<file path="config.mk">
export PLATFORM = sky130hd
export DESIGN_NAME = path_expression_tokenizer_unit
export DESIGN_NICKNAME = d
export VERILOG_FILES = /design/src/rtl/pet_pkg.sv /design/src/rtl/pet_front.sv /design/src/rtl/pet_rsp_queue.sv /design/src/rtl/pet_back.sv /design/src/rtl/path_expression_tokenizer_unit.sv
export SDC_FILE = /design/constraint.sdc
export NUM_CORES = 1
export LEC_CHECK = 0
export BUFFER_PORTS_ARGS = -buffer_cell sky130_fd_sc_hd__buf_2
export CORE_UTILIZATION = 55
export CTS_CLUSTER_DIAMETER = 40
export DETAILED_ROUTE_END_ITERATION = 12
export PLACE_DENSITY_LB_ADDON = 0.05
export SYNTH_ARGS = -nofsm -noshare
export SYNTH_HDL_FRONTEND = slang
export SYNTH_SLANG_ARGS = --single-unit
</file>
<file path="constraint.sdc">
create_clock -name clock -period 8.98 [get_ports clock]
set_clock_uncertainty 0.05 [all_clocks]
set_input_delay 0.898 -clock clock [delete_from_list [all_inputs] [get_ports clock]]
set_output_delay 0.898 -clock clock [all_outputs]
set_load 0.1 [all_outputs]
</file>
<file path="src/rtl/pet_pkg.sv">
// Package of the path expression tokenizer: constants, codes, item types and
// the character classifier. Depends on nothing; all the modules use it.
`default_nettype none

package pet_pkg;

   // Defaults of the top-level parameters.
   localparam int STACK_DEPTH_DEF = 8;
   localparam int INDEX_BITS_DEF  = 32;

   // Field widths.
   localparam int MODE_W    = 4;
   localparam int EVENT_W   = 4;
   localparam int CHAR_W    = 8;
   localparam int OUT_IDX_W = 32;

   // Queue depths and the bound on mode steps for one character.
   localparam int REQ_QUEUE_DEPTH = 2;
   localparam int RSP_QUEUE_DEPTH = 4;
   localparam int STEP_GUARD      = 16;

   // Result event codes.
   localparam logic [EVENT_W-1:0] EV_LEVEL      = 4'd0;
   localparam logic [EVENT_W-1:0] EV_RECURSIVE  = 4'd1;
   localparam logic [EVENT_W-1:0] EV_KEY_CHAR   = 4'd2;
   localparam logic [EVENT_W-1:0] EV_KEY_END    = 4'd3;
   localparam logic [EVENT_W-1:0] EV_PRED_BEGIN = 4'd4;
   localparam logic [EVENT_W-1:0] EV_PRED_END   = 4'd5;
   localparam logic [EVENT_W-1:0] EV_RANGE      = 4'd6;
   localparam logic [EVENT_W-1:0] EV_MASK_CHAR  = 4'd7;
   localparam logic [EVENT_W-1:0] EV_MASK_END   = 4'd8;
   localparam logic [EVENT_W-1:0] EV_BAD_PRED   = 4'd9;
   localparam logic [EVENT_W-1:0] EV_NOT_PATH   = 4'd10;

   // Parse mode codes held on the mode stack.
   localparam logic [MODE_W-1:0] M_BEGIN    = 4'd0;
   localparam logic [MODE_W-1:0] M_TOKEN    = 4'd1;
   localparam logic [MODE_W-1:0] M_RECURSE  = 4'd2;
   localparam logic [MODE_W-1:0] M_KEY      = 4'd3;
   localparam logic [MODE_W-1:0] M_PRED     = 4'd4;
   localparam logic [MODE_W-1:0] M_IFROM    = 4'd5;
   localparam logic [MODE_W-1:0] M_ITO      = 4'd6;
   localparam logic [MODE_W-1:0] M_ENDRANGE = 4'd7;
   localparam logic [MODE_W-1:0] M_RSEP     = 4'd8;
   localparam logic [MODE_W-1:0] M_MASK     = 4'd9;
   localparam logic [MODE_W-1:0] M_SPACES   = 4'd10;

   // Characters with a meaning in a path.
   localparam logic [CHAR_W-1:0] CH_END      = 8'h00;
   localparam logic [CHAR_W-1:0] CH_SLASH    = 8'h2F;
   localparam logic [CHAR_W-1:0] CH_LBRACKET = 8'h5B;
   localparam logic [CHAR_W-1:0] CH_RBRACKET = 8'h5D;
   localparam logic [CHAR_W-1:0] CH_TILDE    = 8'h7E;
   localparam logic [CHAR_W-1:0] CH_DASH     = 8'h2D;
   localparam logic [CHAR_W-1:0] CH_SPACE    = 8'h20;
   localparam logic [CHAR_W-1:0] CH_TAB      = 8'h09;
   localparam logic [CHAR_W-1:0] CH_CR       = 8'h0D;
   localparam logic [CHAR_W-1:0] CH_ZERO     = 8'h30;
   localparam logic [CHAR_W-1:0] CH_NINE     = 8'h39;

   // One input character together with its classification.
   typedef struct packed {
      logic [CHAR_W-1:0] ch;
      logic              is_end;
      logic              is_slash;
      logic              is_lbr;
      logic              is_rbr;
      logic              is_tilde;
      logic              is_dash;
      logic              is_digit;
      logic              is_space;
      logic [3:0]        digit;
   } char_info_type;

   // One result item.
   typedef struct packed {
      logic [EVENT_W-1:0]   event_res;
      logic [CHAR_W-1:0]    char_value;
      logic [OUT_IDX_W-1:0] index_from;
      logic [OUT_IDX_W-1:0] index_to;
      logic                 open_end;
      logic                 last;
   } result_type;

   // Classify one character as it enters the block.
   function automatic char_info_type classify(input logic [CHAR_W-1:0] ch);
      char_info_type info;
      logic [CHAR_W-1:0] offset;
      offset        = ch - CH_ZERO;
      info.ch       = ch;
      info.is_end   = (ch == CH_END);
      info.is_slash = (ch == CH_SLASH);
      info.is_lbr   = (ch == CH_LBRACKET);
      info.is_rbr   = (ch == CH_RBRACKET);
      info.is_tilde = (ch == CH_TILDE);
      info.is_dash  = (ch == CH_DASH);
      info.is_digit = (ch >= CH_ZERO) && (ch <= CH_NINE);
      info.is_space = (ch == CH_SPACE) || ((ch >= CH_TAB) && (ch <= CH_CR));
      info.digit    = offset[3:0];
      return info;
   endfunction

endpackage

`default_nettype wire

</file>
<file path="src/rtl/pet_front.sv">
// Front end of the path expression tokenizer: accepts characters, classifies
// them and holds them in a short queue for the parser. Uses pet_pkg.
`default_nettype none

module pet_front (
   input  wire logic                    clock,
   input  wire logic                    reset,
   input  wire logic                    push,
   input  wire logic [7:0]              req_ch,
   output logic                         full,
   output logic                         head_valid,
   output pet_pkg::char_info_type       head,
   input  wire logic                    deq
);

   localparam int DEPTH = pet_pkg::REQ_QUEUE_DEPTH;
   localparam int PTR_W = (DEPTH > 1) ? $clog2(DEPTH) : 1;
   localparam int CNT_W = $clog2(DEPTH + 1);
   localparam logic [PTR_W-1:0] PTR_LAST  = PTR_W'(DEPTH - 1);
   localparam logic [CNT_W-1:0] CNT_FULL  = CNT_W'(DEPTH);

   pet_pkg::char_info_type entry_ff [DEPTH];
   pet_pkg::char_info_type entry_in;
   logic [PTR_W-1:0] wr_ptr_ff, wr_ptr_in;
   logic [PTR_W-1:0] rd_ptr_ff, rd_ptr_in;
   logic [CNT_W-1:0] count_ff, count_in;
   logic             accept;

   // Handshake and head of the queue.
   assign full       = (count_ff == CNT_FULL);
   assign head_valid = (count_ff != '0);
   assign head       = entry_ff[rd_ptr_ff];
   assign accept     = push && !full;
   assign entry_in   = pet_pkg::classify(req_ch);

   // Pointer and fill count updates.
   always_comb begin
      wr_ptr_in = wr_ptr_ff;
      rd_ptr_in = rd_ptr_ff;
      count_in  = count_ff;
      if (accept) begin
         wr_ptr_in = (wr_ptr_ff == PTR_LAST) ? '0 : wr_ptr_ff + 1'b1;
      end
      if (deq) begin
         rd_ptr_in = (rd_ptr_ff == PTR_LAST) ? '0 : rd_ptr_ff + 1'b1;
      end
      case ({accept, deq})
         2'b10:   count_in = count_ff + 1'b1;
         2'b01:   count_in = count_ff - 1'b1;
         default: count_in = count_ff;
      endcase
   end

   // Control registers.
   always_ff @(posedge clock) begin
      if (reset) begin
         wr_ptr_ff <= '0;
         rd_ptr_ff <= '0;
         count_ff  <= '0;
      end else begin
         wr_ptr_ff <= wr_ptr_in;
         rd_ptr_ff <= rd_ptr_in;
         count_ff  <= count_in;
      end
   end

   // Queue storage.
   always_ff @(posedge clock) begin
      if (accept) begin
         entry_ff[wr_ptr_ff] <= entry_in;
      end
   end

endmodule

`default_nettype wire

</file>
<file path="src/rtl/pet_rsp_queue.sv">
// Result queue of the path expression tokenizer: holds finished result items
// until they are taken at the result port. Uses pet_pkg.
`default_nettype none

module pet_rsp_queue (
   input  wire logic                 clock,
   input  wire logic                 reset,
   input  wire logic                 wr_en,
   input  wire pet_pkg::result_type  wr_data,
   output logic                      full,
   output logic                      empty,
   input  wire logic                 pop,
   output pet_pkg::result_type       rd_data
);

   localparam int DEPTH = pet_pkg::RSP_QUEUE_DEPTH;
   localparam int PTR_W = (DEPTH > 1) ? $clog2(DEPTH) : 1;
   localparam int CNT_W = $clog2(DEPTH + 1);
   localparam logic [PTR_W-1:0] PTR_LAST = PTR_W'(DEPTH - 1);
   localparam logic [CNT_W-1:0] CNT_FULL = CNT_W'(DEPTH);

   pet_pkg::result_type entry_ff [DEPTH];
   logic [PTR_W-1:0] wr_ptr_ff, wr_ptr_in;
   logic [PTR_W-1:0] rd_ptr_ff, rd_ptr_in;
   logic [CNT_W-1:0] count_ff, count_in;
   logic             take;

   // Status and the oldest item.
   assign full    = (count_ff == CNT_FULL);
   assign empty   = (count_ff == '0);
   assign rd_data = entry_ff[rd_ptr_ff];
   assign take    = pop && !empty;

   // Pointer and fill count updates.
   always_comb begin
      wr_ptr_in = wr_ptr_ff;
      rd_ptr_in = rd_ptr_ff;
      if (wr_en) begin
         wr_ptr_in = (wr_ptr_ff == PTR_LAST) ? '0 : wr_ptr_ff + 1'b1;
      end
      if (take) begin
         rd_ptr_in = (rd_ptr_ff == PTR_LAST) ? '0 : rd_ptr_ff + 1'b1;
      end
      case ({wr_en, take})
         2'b10:   count_in = count_ff + 1'b1;
         2'b01:   count_in = count_ff - 1'b1;
         default: count_in = count_ff;
      endcase
   end

   // Control registers.
   always_ff @(posedge clock) begin
      if (reset) begin
         wr_ptr_ff <= '0;
         rd_ptr_ff <= '0;
         count_ff  <= '0;
      end else begin
         wr_ptr_ff <= wr_ptr_in;
         rd_ptr_ff <= rd_ptr_in;
         count_ff  <= count_in;
      end
   end

   // Queue storage.
   always_ff @(posedge clock) begin
      if (wr_en) begin
         entry_ff[wr_ptr_ff] <= wr_data;
      end
   end

endmodule

`default_nettype wire

</file>
<file path="src/rtl/pet_back.sv">
// Parser of the path expression tokenizer: one mode-stack step per cycle on the
// head character, save while a result waits or is flushed; emits items. Uses pet_pkg.
`default_nettype none

module pet_back #(
   parameter int STACK_DEPTH = pet_pkg::STACK_DEPTH_DEF,
   parameter int INDEX_BITS  = pet_pkg::INDEX_BITS_DEF
) (
   input  wire logic                    clock,
   input  wire logic                    reset,
   input  wire logic                    in_valid,
   input  wire pet_pkg::char_info_type  in_item,
   output logic                         in_deq,
   input  wire logic                    out_full,
   output logic                         out_wr,
   output pet_pkg::result_type          out_data
);

   localparam int CNT_W   = $clog2(STACK_DEPTH + 1);
   localparam int TOP_W   = $clog2(STACK_DEPTH);
   localparam int ACC_W   = INDEX_BITS + 4;
   localparam int GUARD_W = $clog2(pet_pkg::STEP_GUARD);
   localparam int MODE_W  = pet_pkg::MODE_W;
   localparam int OUT_W   = pet_pkg::OUT_IDX_W;
   localparam logic [CNT_W-1:0]      CNT_DEPTH  = CNT_W'(STACK_DEPTH);
   localparam logic [CNT_W-1:0]      CNT_RESET  = CNT_W'(2);
   localparam logic [INDEX_BITS-1:0] IDX_MAX    = '1;
   localparam logic [GUARD_W-1:0]    GUARD_LAST = GUARD_W'(pet_pkg::STEP_GUARD - 1);

   // Sequencer states.
   localparam logic ST_STEP  = 1'b0;
   localparam logic ST_FLUSH = 1'b1;

   logic                      state_ff, state_in;
   logic [MODE_W-1:0]         mode_ff [STACK_DEPTH];
   logic [MODE_W-1:0]         mode_in [STACK_DEPTH];
   logic [CNT_W-1:0]          count_ff, count_in;
   logic [INDEX_BITS-1:0]     start_ff, start_in;
   logic [INDEX_BITS-1:0]     end_ff, end_in;
   logic                      unset_ff, unset_in;
   logic                      halted_ff, halted_in;
   logic                      pend_valid_ff, pend_valid_in;
   pet_pkg::result_type       pend_ff, pend_in;
   logic [GUARD_W-1:0]        guard_ff, guard_in;

   // Outcome of one mode step.
   logic                      s_emit;
   pet_pkg::result_type       s_res;
   logic                      s_pop;
   logic [2:0]                s_npush;
   logic [MODE_W-1:0]         s_push [8];
   logic                      s_consumed;
   logic                      s_stop;
   logic                      s_halt;
   logic                      s_range_clear;
   logic                      s_acc_from;
   logic                      s_acc_to;
   logic                      s_set_unset;

   logic [CNT_W-1:0]          cnt_m1;
   logic [TOP_W-1:0]          top_idx;
   logic [MODE_W-1:0]         top_mode;
   logic [INDEX_BITS-1:0]     acc_src;
   logic [INDEX_BITS-1:0]     acc_val;
   logic                      range_open;

   // Low result bits of an index value, zero-extended where it is narrower.
   function automatic logic [OUT_W-1:0] low_out(input logic [INDEX_BITS-1:0] v);
      logic [INDEX_BITS+OUT_W-1:0] wide;
      wide = {{OUT_W{1'b0}}, v};
      return wide[OUT_W-1:0];
   endfunction

   // Top of the mode stack.
   assign cnt_m1   = count_ff - 1'b1;
   assign top_idx  = cnt_m1[TOP_W-1:0];
   assign top_mode = mode_ff[top_idx];

   // Shared decimal accumulator: value times ten plus digit, saturating.
   always_comb begin
      logic [ACC_W-1:0] prod;
      acc_src = (top_mode == pet_pkg::M_ITO) ? (unset_ff ? '0 : end_ff) : start_ff;
      prod    = ({4'b0000, acc_src} << 3) + ({4'b0000, acc_src} << 1)
                + ACC_W'(in_item.digit);
      acc_val = (prod > {4'b0000, IDX_MAX}) ? IDX_MAX : prod[INDEX_BITS-1:0];
   end

   assign range_open = unset_ff || (end_ff < start_ff);

   // Decode one mode step for the head character.
   always_comb begin
      s_emit         = 1'b0;
      s_res          = '0;
      s_pop          = 1'b0;
      s_npush        = 3'd0;
      for (int k = 0; k < 8; k++) begin
         s_push[k] = pet_pkg::M_BEGIN;
      end
      s_consumed     = 1'b1;
      s_stop         = 1'b0;
      s_halt         = 1'b0;
      s_range_clear  = 1'b0;
      s_acc_from     = 1'b0;
      s_acc_to       = 1'b0;
      s_set_unset    = 1'b0;
      unique case (top_mode)
         pet_pkg::M_BEGIN: begin
            if (in_item.is_slash) begin
               s_pop      = 1'b1;
               s_npush    = 3'd1;
               s_push[0]  = pet_pkg::M_TOKEN;
               s_consumed = 1'b0;
            end else begin
               s_emit          = 1'b1;
               s_res.event_res = pet_pkg::EV_NOT_PATH;
               s_halt          = 1'b1;
               s_stop          = 1'b1;
            end
         end
         pet_pkg::M_TOKEN: begin
            if (in_item.is_end) begin
               s_consumed = 1'b1;
            end else if (in_item.is_slash) begin
               s_npush   = 3'd1;
               s_push[0] = pet_pkg::M_RECURSE;
            end else if (in_item.is_lbr) begin
               s_emit          = 1'b1;
               s_res.event_res = pet_pkg::EV_PRED_BEGIN;
               s_npush         = 3'd2;
               s_push[0]       = pet_pkg::M_PRED;
               s_push[1]       = pet_pkg::M_SPACES;
            end else begin
               s_npush    = 3'd1;
               s_push[0]  = pet_pkg::M_KEY;
               s_consumed = 1'b0;
            end
         end
         pet_pkg::M_RECURSE: begin
            s_pop  = 1'b1;
            s_emit = 1'b1;
            if (in_item.is_slash) begin
               s_res.event_res = pet_pkg::EV_RECURSIVE;
            end else begin
               s_res.event_res = pet_pkg::EV_LEVEL;
               s_consumed      = 1'b0;
            end
         end
         pet_pkg::M_KEY: begin
            s_emit = 1'b1;
            if (in_item.is_end || in_item.is_slash || in_item.is_lbr) begin
               s_res.event_res = pet_pkg::EV_KEY_END;
               s_pop           = 1'b1;
               s_consumed      = 1'b0;
            end else begin
               s_res.event_res  = pet_pkg::EV_KEY_CHAR;
               s_res.char_value = in_item.ch;
            end
         end
         pet_pkg::M_PRED: begin
            if (in_item.is_rbr) begin
               s_emit          = 1'b1;
               s_res.event_res = pet_pkg::EV_PRED_END;
               s_pop           = 1'b1;
            end else if (in_item.is_digit) begin
               s_npush       = 3'd5;
               s_push[0]     = pet_pkg::M_ENDRANGE;
               s_push[1]     = pet_pkg::M_SPACES;
               s_push[2]     = pet_pkg::M_RSEP;
               s_push[3]     = pet_pkg::M_SPACES;
               s_push[4]     = pet_pkg::M_IFROM;
               s_range_clear = 1'b1;
               s_consumed    = 1'b0;
            end else if (in_item.is_tilde) begin
               s_npush   = 3'd1;
               s_push[0] = pet_pkg::M_MASK;
            end else begin
               s_emit          = 1'b1;
               s_res.event_res = pet_pkg::EV_BAD_PRED;
               s_halt          = 1'b1;
               s_stop          = 1'b1;
            end
         end
         pet_pkg::M_IFROM: begin
            if (in_item.is_digit) begin
               s_acc_from = 1'b1;
            end else begin
               s_pop      = 1'b1;
               s_consumed = 1'b0;
            end
         end
         pet_pkg::M_ITO: begin
            if (in_item.is_digit) begin
               s_acc_to = 1'b1;
            end else begin
               s_pop      = 1'b1;
               s_consumed = 1'b0;
            end
         end
         pet_pkg::M_RSEP: begin
            s_pop = 1'b1;
            if (in_item.is_dash) begin
               s_npush     = 3'd1;
               s_push[0]   = pet_pkg::M_ITO;
               s_set_unset = 1'b1;
            end else begin
               s_consumed = 1'b0;
            end
         end
         pet_pkg::M_ENDRANGE: begin
            s_emit           = 1'b1;
            s_res.event_res  = pet_pkg::EV_RANGE;
            s_res.index_from = low_out(start_ff);
            s_res.index_to   = range_open ? low_out(IDX_MAX) : low_out(end_ff);
            s_res.open_end   = range_open;
            s_pop            = 1'b1;
            s_consumed       = 1'b0;
         end
         pet_pkg::M_MASK: begin
            if (in_item.is_rbr) begin
               s_emit          = 1'b1;
               s_res.event_res = pet_pkg::EV_MASK_END;
               s_pop           = 1'b1;
               s_consumed      = 1'b0;
            end else if (!in_item.is_end) begin
               s_emit           = 1'b1;
               s_res.event_res  = pet_pkg::EV_MASK_CHAR;
               s_res.char_value = in_item.ch;
            end
         end
         pet_pkg::M_SPACES: begin
            if (!in_item.is_space) begin
               s_pop      = 1'b1;
               s_consumed = 1'b0;
            end
         end
         default: begin
            s_pop      = 1'b1;
            s_consumed = 1'b0;
         end
      endcase
   end

   // Sequencer: apply a step, hold back the newest result, flush it at the end.
   always_comb begin
      logic [CNT_W-1:0] base;
      logic [CNT_W:0]   sum;
      logic [CNT_W-1:0] diff;
      logic             done;
      logic             path_end;
      state_in      = state_ff;
      mode_in       = mode_ff;
      count_in      = count_ff;
      start_in      = start_ff;
      end_in        = end_ff;
      unset_in      = unset_ff;
      halted_in     = halted_ff;
      pend_valid_in = pend_valid_ff;
      pend_in       = pend_ff;
      guard_in      = guard_ff;
      in_deq        = 1'b0;
      out_wr        = 1'b0;
      out_data      = pend_ff;
      out_data.last = 1'b0;
      done          = 1'b0;
      path_end      = 1'b0;
      base          = count_ff - CNT_W'(s_pop);
      sum           = {1'b0, base} + (CNT_W + 1)'(s_npush);
      diff          = '0;
      unique case (state_ff)
         ST_STEP: begin
            if (in_valid) begin
               if (halted_ff) begin
                  // Halted: characters are dropped until the end of the path.
                  in_deq   = 1'b1;
                  path_end = in_item.is_end;
               end else if (count_ff == '0) begin
                  done = 1'b1;
               end else if (!(s_emit && pend_valid_ff && out_full)) begin
                  if (s_emit) begin
                     if (pend_valid_ff) begin
                        out_wr = 1'b1;
                     end
                     pend_in       = s_res;
                     pend_valid_in = 1'b1;
                  end
                  // Pop then push onto the mode stack; pushes past the top are lost.
                  for (int i = 0; i < STACK_DEPTH; i++) begin
                     diff = CNT_W'(i) - base;
                     if ((CNT_W'(i) >= base) && (diff < CNT_W'(s_npush))) begin
                        mode_in[i] = s_push[diff[2:0]];
                     end
                  end
                  count_in = (sum > {1'b0, CNT_DEPTH}) ? CNT_DEPTH : sum[CNT_W-1:0];
                  // Range registers.
                  if (s_range_clear) begin
                     start_in = '0;
                     end_in   = '0;
                     unset_in = 1'b0;
                  end
                  if (s_acc_from) begin
                     start_in = acc_val;
                     end_in   = acc_val;
                  end
                  if (s_acc_to) begin
                     end_in   = acc_val;
                     unset_in = 1'b0;
                  end
                  if (s_set_unset) begin
                     unset_in = 1'b1;
                  end
                  if (s_halt) begin
                     halted_in = 1'b1;
                  end
                  done = s_stop || in_item.is_end || s_consumed || (guard_ff == GUARD_LAST);
                  if (!done) begin
                     guard_in = guard_ff + 1'b1;
                  end
               end
               if (done) begin
                  in_deq   = 1'b1;
                  guard_in = '0;
                  path_end = in_item.is_end;
                  if (pend_valid_in) begin
                     state_in = ST_FLUSH;
                  end
               end
            end
         end
         ST_FLUSH: begin
            if (!out_full) begin
               out_wr        = 1'b1;
               out_data.last = 1'b1;
               pend_valid_in = 1'b0;
               state_in      = ST_STEP;
            end
         end
         default: begin
            state_in = ST_STEP;
         end
      endcase
      // End of path: back to the parse state after reset, ready for a new path.
      if (path_end) begin
         mode_in[0] = pet_pkg::M_BEGIN;
         mode_in[1] = pet_pkg::M_SPACES;
         count_in   = CNT_RESET;
         start_in   = '0;
         end_in     = '0;
         unset_in   = 1'b0;
         halted_in  = 1'b0;
      end
   end

   // Control and parse state registers.
   always_ff @(posedge clock) begin
      if (reset) begin
         state_ff      <= ST_STEP;
         for (int i = 0; i < STACK_DEPTH; i++) begin
            mode_ff[i] <= pet_pkg::M_BEGIN;
         end
         mode_ff[1]    <= pet_pkg::M_SPACES;
         count_ff      <= CNT_RESET;
         start_ff      <= '0;
         end_ff        <= '0;
         unset_ff      <= 1'b0;
         halted_ff     <= 1'b0;
         pend_valid_ff <= 1'b0;
         guard_ff      <= '0;
      end else begin
         state_ff      <= state_in;
         mode_ff       <= mode_in;
         count_ff      <= count_in;
         start_ff      <= start_in;
         end_ff        <= end_in;
         unset_ff      <= unset_in;
         halted_ff     <= halted_in;
         pend_valid_ff <= pend_valid_in;
         guard_ff      <= guard_in;
      end
   end

   // Held result item.
   always_ff @(posedge clock) begin
      pend_ff <= pend_in;
   end

endmodule

`default_nettype wire

</file>
<file path="src/rtl/path_expression_tokenizer_unit.sv">
// Top level of the path expression tokenizer: front queue, mode-stack parser
// and result queue. Uses pet_pkg, pet_front, pet_back and pet_rsp_queue.
//
//   Channel   Handshake           Payload
//   request   push / full         req_ch (8 bit, 0 ends the path)
//   result    empty / pop         rsp_event_res, rsp_char_value, rsp_index_from,
//                                 rsp_index_to, rsp_open_end, rsp_last
//
// A character passes through one or more mode steps in the parser, at most 16,
// and its final result is handed over in the flush state when it gives any.
// After a halt, characters up to the end of the path are dropped unparsed.
// Synchronous reset empties both queues and restores the parse state at once.
// The front queue holds two characters and the result queue four items; the
// parser waits only when it has a result to store and the result queue is full.
`default_nettype none

module path_expression_tokenizer_unit #(
   parameter int STACK_DEPTH = pet_pkg::STACK_DEPTH_DEF,
   parameter int INDEX_BITS  = pet_pkg::INDEX_BITS_DEF
) (
   input  wire logic        clock,
   input  wire logic        reset,
   input  wire logic        push,
   output logic             full,
   input  wire logic [7:0]  req_ch,
   output logic             empty,
   input  wire logic        pop,
   output logic [3:0]       rsp_event_res,
   output logic [7:0]       rsp_char_value,
   output logic [31:0]      rsp_index_from,
   output logic [31:0]      rsp_index_to,
   output logic             rsp_open_end,
   output logic             rsp_last
);

   pet_pkg::char_info_type head;
   logic                   head_valid;
   logic                   deq;
   logic                   rq_full;
   logic                   rq_wr;
   pet_pkg::result_type    rq_wr_data;
   pet_pkg::result_type    rq_rd_data;

   // Character intake and classification.
   pet_front u_front (
      .clock      (clock),
      .reset      (reset),
      .push       (push),
      .req_ch     (req_ch),
      .full       (full),
      .head_valid (head_valid),
      .head       (head),
      .deq        (deq)
   );

   // Mode-stack parser.
   pet_back #(
      .STACK_DEPTH (STACK_DEPTH),
      .INDEX_BITS  (INDEX_BITS)
   ) u_back (
      .clock    (clock),
      .reset    (reset),
      .in_valid (head_valid),
      .in_item  (head),
      .in_deq   (deq),
      .out_full (rq_full),
      .out_wr   (rq_wr),
      .out_data (rq_wr_data)
   );

   // Result queue towards the consumer.
   pet_rsp_queue u_rsp_queue (
      .clock   (clock),
      .reset   (reset),
      .wr_en   (rq_wr),
      .wr_data (rq_wr_data),
      .full    (rq_full),
      .empty   (empty),
      .pop     (pop),
      .rd_data (rq_rd_data)
   );

   // Result fields.
   assign rsp_event_res  = rq_rd_data.event_res;
   assign rsp_char_value = rq_rd_data.char_value;
   assign rsp_index_from = rq_rd_data.index_from;
   assign rsp_index_to   = rq_rd_data.index_to;
   assign rsp_open_end   = rq_rd_data.open_end;
   assign rsp_last       = rq_rd_data.last;

endmodule

`default_nettype wire

</file>
==> flow_summary.toml, run 1 <==
[setup_path]
crit_slowest_cell = "dfxtp_1"
slowest_delay_ns = 0.77
crit_chain = "inv_1 -> ha_1 -> xor2_2 -> mux4_2 -> mux2_2 -> nor2_4 -> mux2_2 -> inv_1 -> fa_1 -> inv_1 -> fa_1 -> a21o_1 -> a221oi_1 -> or2_2 -> o31ai_1 -> a21oi_1 -> o311ai_1 -> nand4_1 -> buf_4 -> o21ai_0 -> a21oi_1"
crit_buf_inv = 4
crit_path_start = "u_back.count_ff[0]"
cpLargestDelayFamily = "compound AO/OA/AOI/OAI gates"
critical_path_class = "register to register"
r2r_end = "u_back.end_ff[5]"
crit_required_ns = 9.36
r2r_cells = 21
crit_top_cell = "inv_1"
arrival_ns = 7.77
r2r_slack_ns = 1.58
cp-start-kind = "register"
cp-end-kind = "register"
worst-path-max-fanout = 64
r2r-start = "u_back.count_ff[0]"

[final_layout]
drive_above_1_share_pct = 17.2
layout.nets = 2202
antenna_cells = 0
finish.instance_area_mm2 = 0.0290
areaGrowthSynthToFinish_pct = 13.2
num-fill-cells = 3445
fin_cells = 2711

[timing]
period_needed_ns = 7.40
fmax_mhz = 135
period_share_pct = 82.4
final_max_slew_viol_count = 0
relSlewSlack_pct = 21.0
setup_viol = 0
grt_setup_unrepaired = "false"
max_slew.worst_pin.slew_ns = 1.18
timing.hold.ws_ns = 0.399
hold_viol_final = 0
finalSetupTns_ns = 0

[hold_path]
hold_start = "u_back.start_ff[18]"
hold_end = "u_back.start_ff[18]"
hold_path_class = "register to register"
hold_depth = 2

[place]
portBuffers = 91
dp_hpwl_um = 39000
post_dp_cell_area_mm2 = 0.0266
dp.cells = 2579
gp_congestion = 0.867

[route]
via_count = 16500
ant_nets = 0
wl_per_cell_um = 21.8
via_per_inst = 6.09
drc = 0
totalWireLength_um = 59000
drt-initial-drc-count = 1549
drtPass1Iterations = 7

[power]
power_density_mw_per_mm2 = 331
power_leakage_nw = 10.5
p_int_mw = 5.82
p_comb_share_pct = 35.7
ir_worst_vdd_v = 0.000509
total_power_mw = 9.60
switching_share_pct = 39.4
clockPowerShare_pct = 29.1
switching_power_mw = 3.78
sequentialPowerShare_pct = 35.2

[synthesis]
synth.distinct_cells = 84
syn_avg_cell_area_um2 = 13.0
async_flop_share_pct = 0
synth-seq-area-share_pct = 58.8
synth_top_cell_area_share_pct = 49.3
synth_top_area_cell = "edfxtp_1"
ys_warn_count = 0
ys.flop_type = "edfxtp_1"
syn-num-nets = 2116
synthTopCellsByArea = "edfxtp_1 49%, dfxtp_1 9.5%, mux4_2 7.7%"
synthCells = 1967
synth_edf_count = 421
synth-seq-cells = 543
synth_area_mm2 = 0.0256

[global_route]
grt_max_degree = 79
grt_pass1_vias = 15900
overflow = 0
antenna_found_initial = 0
track_usage_pct = 25.3
grt_pass1_wl_um = 91700

[floorplan]
die_w_um = 218
ios = 92
rows = 78
die_area_mm2 = 0.0475
die_h_um = 218
core_area_mm2 = 0.0457
start_util_pct = 56.1

[status]
status = "complete, no violations"

[clock_tree]
cts_resized = 0
clk_pin_slew_ns = 0.05
cts_setup_buffers = 0
cts_made_buffers = 72
clk-insertion-delay-late_ns = 0.59
cts.sinks = 543
root_buffer = "clkbuf_16"
htreeDepth = 3
cts-hold-fix-buffers = 0
tritoncts = "yes"
cts_buffer_depth = 3

[run]
drv_cap = 0
## final cells by class
type,count,area (µm²),share of cell area [%]
Tap cell,600,751,2.59
Timing Repair Buffer,112,613,2.11
Clock buffer,82,1880,6.47
Inverter,80,300,1.03
Multi-Input combinational cell,1244,9880,34.0
Clock inverter,50,519,1.79
Sequential cell,543,15100,52.0
## flip-flops by register name (all words and copies together) (netlist names), named ones only
name and flops:
u_rsp_queue.wr_ptr_ff 2, u_back.end_ff 32, u_front.wr_ptr_ff 1, u_back.out_data 77, u_rsp_queue.rd_ptr_ff 2, u_front.entry_ff 32
u_back.mode_ff 32, u_back.guard_ff 4, u_front.count_ff 2, u_back.pend_valid_ff 1, u_back.unset_ff 1, u_back.count_ff 4
u_back.state_ff 1, u_front.rd_ptr_ff 1, u_rsp_queue.entry_ff 312, u_back.halted_ff 1, u_back.start_ff 32, u_rsp_queue.count_ff 3
## synth_stat cells, types with 5 or more instances
master,n
nand2_1,143
nor2_1,95
buf_1,15
mux2i_1,32
or3_1,10
nor2b_1,14
and2_1,9
a21oi_1,154
a31oi_1,10
nand2b_1,21
o21a_1,5
mux4_2,88
a221oi_1,5
dfxtp_1,122
mux2_2,11
ha_1,132
xor2_1,17
a211oi_1,5
nor3_1,53
nor3b_1,8
edfxtp_1,421
nand3b_1,36
fa_1,5
a211o_1,13
a21boi_0,5
and3_1,9
o21bai_1,8
nand3_1,30
inv_1,77
nand4_1,22
o22ai_1,6
o21ai_0,128
xnor2_1,26
a21o_1,58
o211ai_1,5
buf_2,18
o21ai_1,6
clkbuf_1,62
## logic make-up (layout without fill, tap and decap cells)
logic type      count (synthesis)  count (layout)  synth area share, %
compound gates                454             454                 11.0
buf+inv                       180             324                 2.81
mux                           134             134                 9.71
fa+ha+maj                     137             137                 6.83
flops                         543             543                 58.8
simple gates                  475             475                 9.30
xor+xnor                       44              44                 1.53
## worst min-delay path: cells and delay by family (launching register included)
kind	cells	cell delay, ns
AND/OR/NAND/NOR	1	0.05
flip-flops	1	0.30
AO/OA/AOI/OAI	1	0.05
## metrics by stage
stage          utilization (%)  worst slack (ns)
3_5_place_dp              58.3              1.62
6_report                  63.6              1.58
4_1_cts                   63.6              1.62
5_1_grt                   63.6             0.921
2_1_floorplan                -              2.59
3_3_place_gp              58.3              1.82
## metal layers
| layer | vias up | GRT usage, % | wire length (µm) |
|---|---|---|---|
| met2 | 552 | 36.8 | 25700 |
| li1 | 7655 | - | - |
| met3 | 93 | 4.49 | 3610 |
| met4 | 0 | 6.90 | 1270 |
| met1 | 8220 | 39.1 | 28500 |
| met5 | - | 0 | 0 |
## power groups by stage
stage | Sequential [mW] | Clock [mW] | Combinational (mW)
after global routing | 3.42 | 2.93 | 3.71
final | 3.38 | 2.79 | 3.43
after floorplan | 3.33 | 0 | 2.76
after CTS | 3.38 | 2.83 | 3.41
after global placement | 3.41 | 0 | 3.38
after detailed placement | 3.43 | 0 | 3.39
## placed cells by master, fill, tap and decap left out, types with 14 or more instances in the layout
| master | n |
|---|---|
| xnor2_1 | 26 |
| dfxtp_1 | 120 |
| nand2_1 | 143 |
| a21oi_1 | 154 |
| edfxtp_1 | 421 |
| clkbuf_16 | 72 |
| o21ai_0 | 128 |
| mux2i_1 | 32 |
| nand3b_1 | 36 |
| clkinv_2 | 14 |
| nand2b_1 | 21 |
| nor3_1 | 53 |
| inv_1 | 77 |
| ha_1 | 132 |
| buf_2 | 91 |
| mux4_2 | 88 |
| nand4_1 | 22 |
| buf_4 | 21 |
| a21o_1 | 58 |
| nor2b_1 | 14 |
| nor2_1 | 93 |
| nand3_1 | 30 |
| xor2_1 | 17 |
## worst max path at each step
stage / to / slack (ns) / depth (start not counted)
finish: u_back.end_ff[5] / 1.58 / 21
global route: u_back.end_ff[5] / 0.92 / 20
CTS: u_back.end_ff[5] / 1.62 / 21
detailed placement: u_back.end_ff[5] / 1.62 / 21
global placement: u_back.end_ff[9] / 1.82 / 21
floorplan: u_back.out_data[10] / 2.59 / 12
Note: power is estimated with default switching activity, not from simulation.
==> run 2, diff against run 1 <==
- ABC_AREA: default -> 1
- clock period: 8.98 -> 7.3 ns (I/O delays scaled with it)
==> flow_summary.toml, run 2 <==
[route]
via_per_inst = 5.50
ant_nets = 0
totalWireLength_um = 67300
wl_per_cell_um = 18.6
drt-initial-drc-count = 1713
via_count = 19900
drc = 0
drtPass1Iterations = 7

[clock_tree]
cts_made_buffers = 78
cts_setup_buffers = 0
cts_resized = 0
htreeDepth = 3
clk_pin_slew_ns = 0.05
tritoncts = "yes"
cts.sinks = 543
clk-insertion-delay-late_ns = 0.61
cts-hold-fix-buffers = 0
root_buffer = "clkbuf_16"
cts_buffer_depth = 3

[final_layout]
num-fill-cells = 3979
drive_above_1_share_pct = 12.2
areaGrowthSynthToFinish_pct = 13.9
regMostFlops = "u_rsp_queue.entry_ff"
final_common_cell = "nor2_1"
layout.nets = 3082
seq_area_mm2 = 0.0151
layout_common_cells = "574 x nor2_1, 421 x edfxtp_1, 383 x nand2_1"
largest_reg_flops = 312
multiInputGateArea_mm2 = 0.00992
antenna_cells = 0

[global_route]
grt_max_degree = 104
antenna_found_initial = 2
grt_pass1_wl_um = 105000
overflow = 0
grt_pass1_vias = 19100
track_usage_pct = 27.4

[hold_path]
hold_path_class = "input port to register"

[timing]
setup_viol = 0
max_slew.worst_pin.slew_ns = 1.14
period_needed_ns = 6.48
finalSetupTns_ns = 0
relSlewSlack_pct = 23.5
period_share_pct = 88.8
fmax_mhz = 154
grt_setup_unrepaired = "false"
final_max_slew_viol_count = 0
hold_viol_final = 0

[synthesis]
synth_edf_count = 421
synth_area_mm2 = 0.0266
synthCells = 2842
synth_most_common_cell = "nor2_1"
async_flop_share_pct = 0
syn-num-nets = 2991
synthTopCellsByArea = "edfxtp_1 48%, dfxtp_1 9.2%, nor2_1 8.2%"
ys.flop_type = "edfxtp_1"
synth.distinct_cells = 56
synth_common_cells = "578 x nor2_1, 421 x edfxtp_1, 384 x nand2_1"
synth-seq-cells = 543
synth_top_area_cell = "edfxtp_1"
synth_top_cell_area_share_pct = 47.5
synth-seq-area-share_pct = 56.7
syn_avg_cell_area_um2 = 9.36
ys_warn_count = 0

[run]
drv_cap = 0

[floorplan]
die_h_um = 222
core_area_mm2 = 0.0477
die_area_mm2 = 0.0492
start_util_pct = 55.7
ios = 92
die_w_um = 222
rows = 80

[setup_path]
crit_required_ns = 7.71
critical_path_class = "register to register"
cp-end-kind = "register"
worst-path-max-fanout = 18
arrival_ns = 6.90
cp-start-kind = "register"

[place]
gp_congestion = 0.897
dp_hpwl_um = 45700
portBuffers = 91

[status]
status = "complete, no violations"
## run 2: final timing paths
check,start,to,slack [ns],depth (start not counted)
hold / removal,req_ch[7],u_front.entry_ff[1][19],0.32,1
setup reg to reg,u_back.count_ff[0],u_back.mode_ff[27],0.82,27
setup / recovery,u_back.count_ff[0],u_back.mode_ff[27],0.82,27
hold reg to reg,u_front.count_ff[1],u_front.count_ff[1],0.41,1
## run 2: metrics by stage
stage / cell area, µm² / worst slack [ns] / hold WS [ns] / cells / utilization (%)
after floorplan: 26600 / 1.01 / 0.372 / 2842 / -
after global placement: 27600 / 1.10 / 0.386 / 3468 / 57.9
after detailed placement: 27600 / 0.895 / 0.395 / 3468 / 57.9
after CTS: 30300 / 0.843 / 0.305 / 3611 / 63.4
after global routing: 30300 / 0.166 / 0.323 / 3611 / 63.4
final: 30300 / 0.816 / 0.323 / 3611 / 63.4
## run 2: cell families (layout without fill, tap and decap cells)
family / after synthesis / after routing / synth area share (%)
AOI/OAI and AO/OA: 490 / 490 / 10.0
muxes: 2 / 2 / 0.0753
adders and majority gates: 137 / 137 / 6.59
xor gates and xnor gates: 35 / 35 / 1.18
buffers and inverters: 413 / 567 / 6.16
and+or+nand+nor: 1222 / 1222 / 19.2
DFF: 543 / 543 / 56.7
## run 2: layer usage
layer	up-vias	GRT usage [%]	part of all wire [%]
met3	96	5.05	6.1
li1	9792	-	-
met4	0	8.47	2.1
met5	-	0	0
met2	563	43.1	45
met1	9409	38.7	46
## run 2: layout make-up
cell class / instances / area share (%)
clock buffers: 88 / 6.74
multi-input cells: 1886 / 32.8
clock inverters: 55 / 2.02
inverters: 302 / 3.77
repair buffers: 122 / 2.31
flip-flops and latches: 543 / 49.8
well taps: 615 / 2.54
## run 2: critical path: stages (launching register included)
cell and delay (ns):
dfxtp_1 0.68, inv_4 0.18, ha_1 0.45, inv_1 0.23, nand3_1 0.14, nand3_1 0.10
nand2_1 0.14, nor2_1 0.27, nand2_2 0.15, nand2_1 0.17, nor2_1 0.05, nand3_1 0.08
nand4_1 0.14, ha_1 0.25, ha_1 0.20, or2_2 0.27, nand2_1 0.40, inv_1 0.08
buf_4 0.20, ha_1 0.39, ha_1 0.33, a2111oi_0 0.62, buf_4 0.23, nand2_1 0.06
nor2_2 0.20, o21ai_0 0.14, nand2_1 0.08, nand3_1 0.06
Power of run 2 is not shown: default switching activity piles up to over one toggle a cycle in this logic, so the estimate is an artifact.
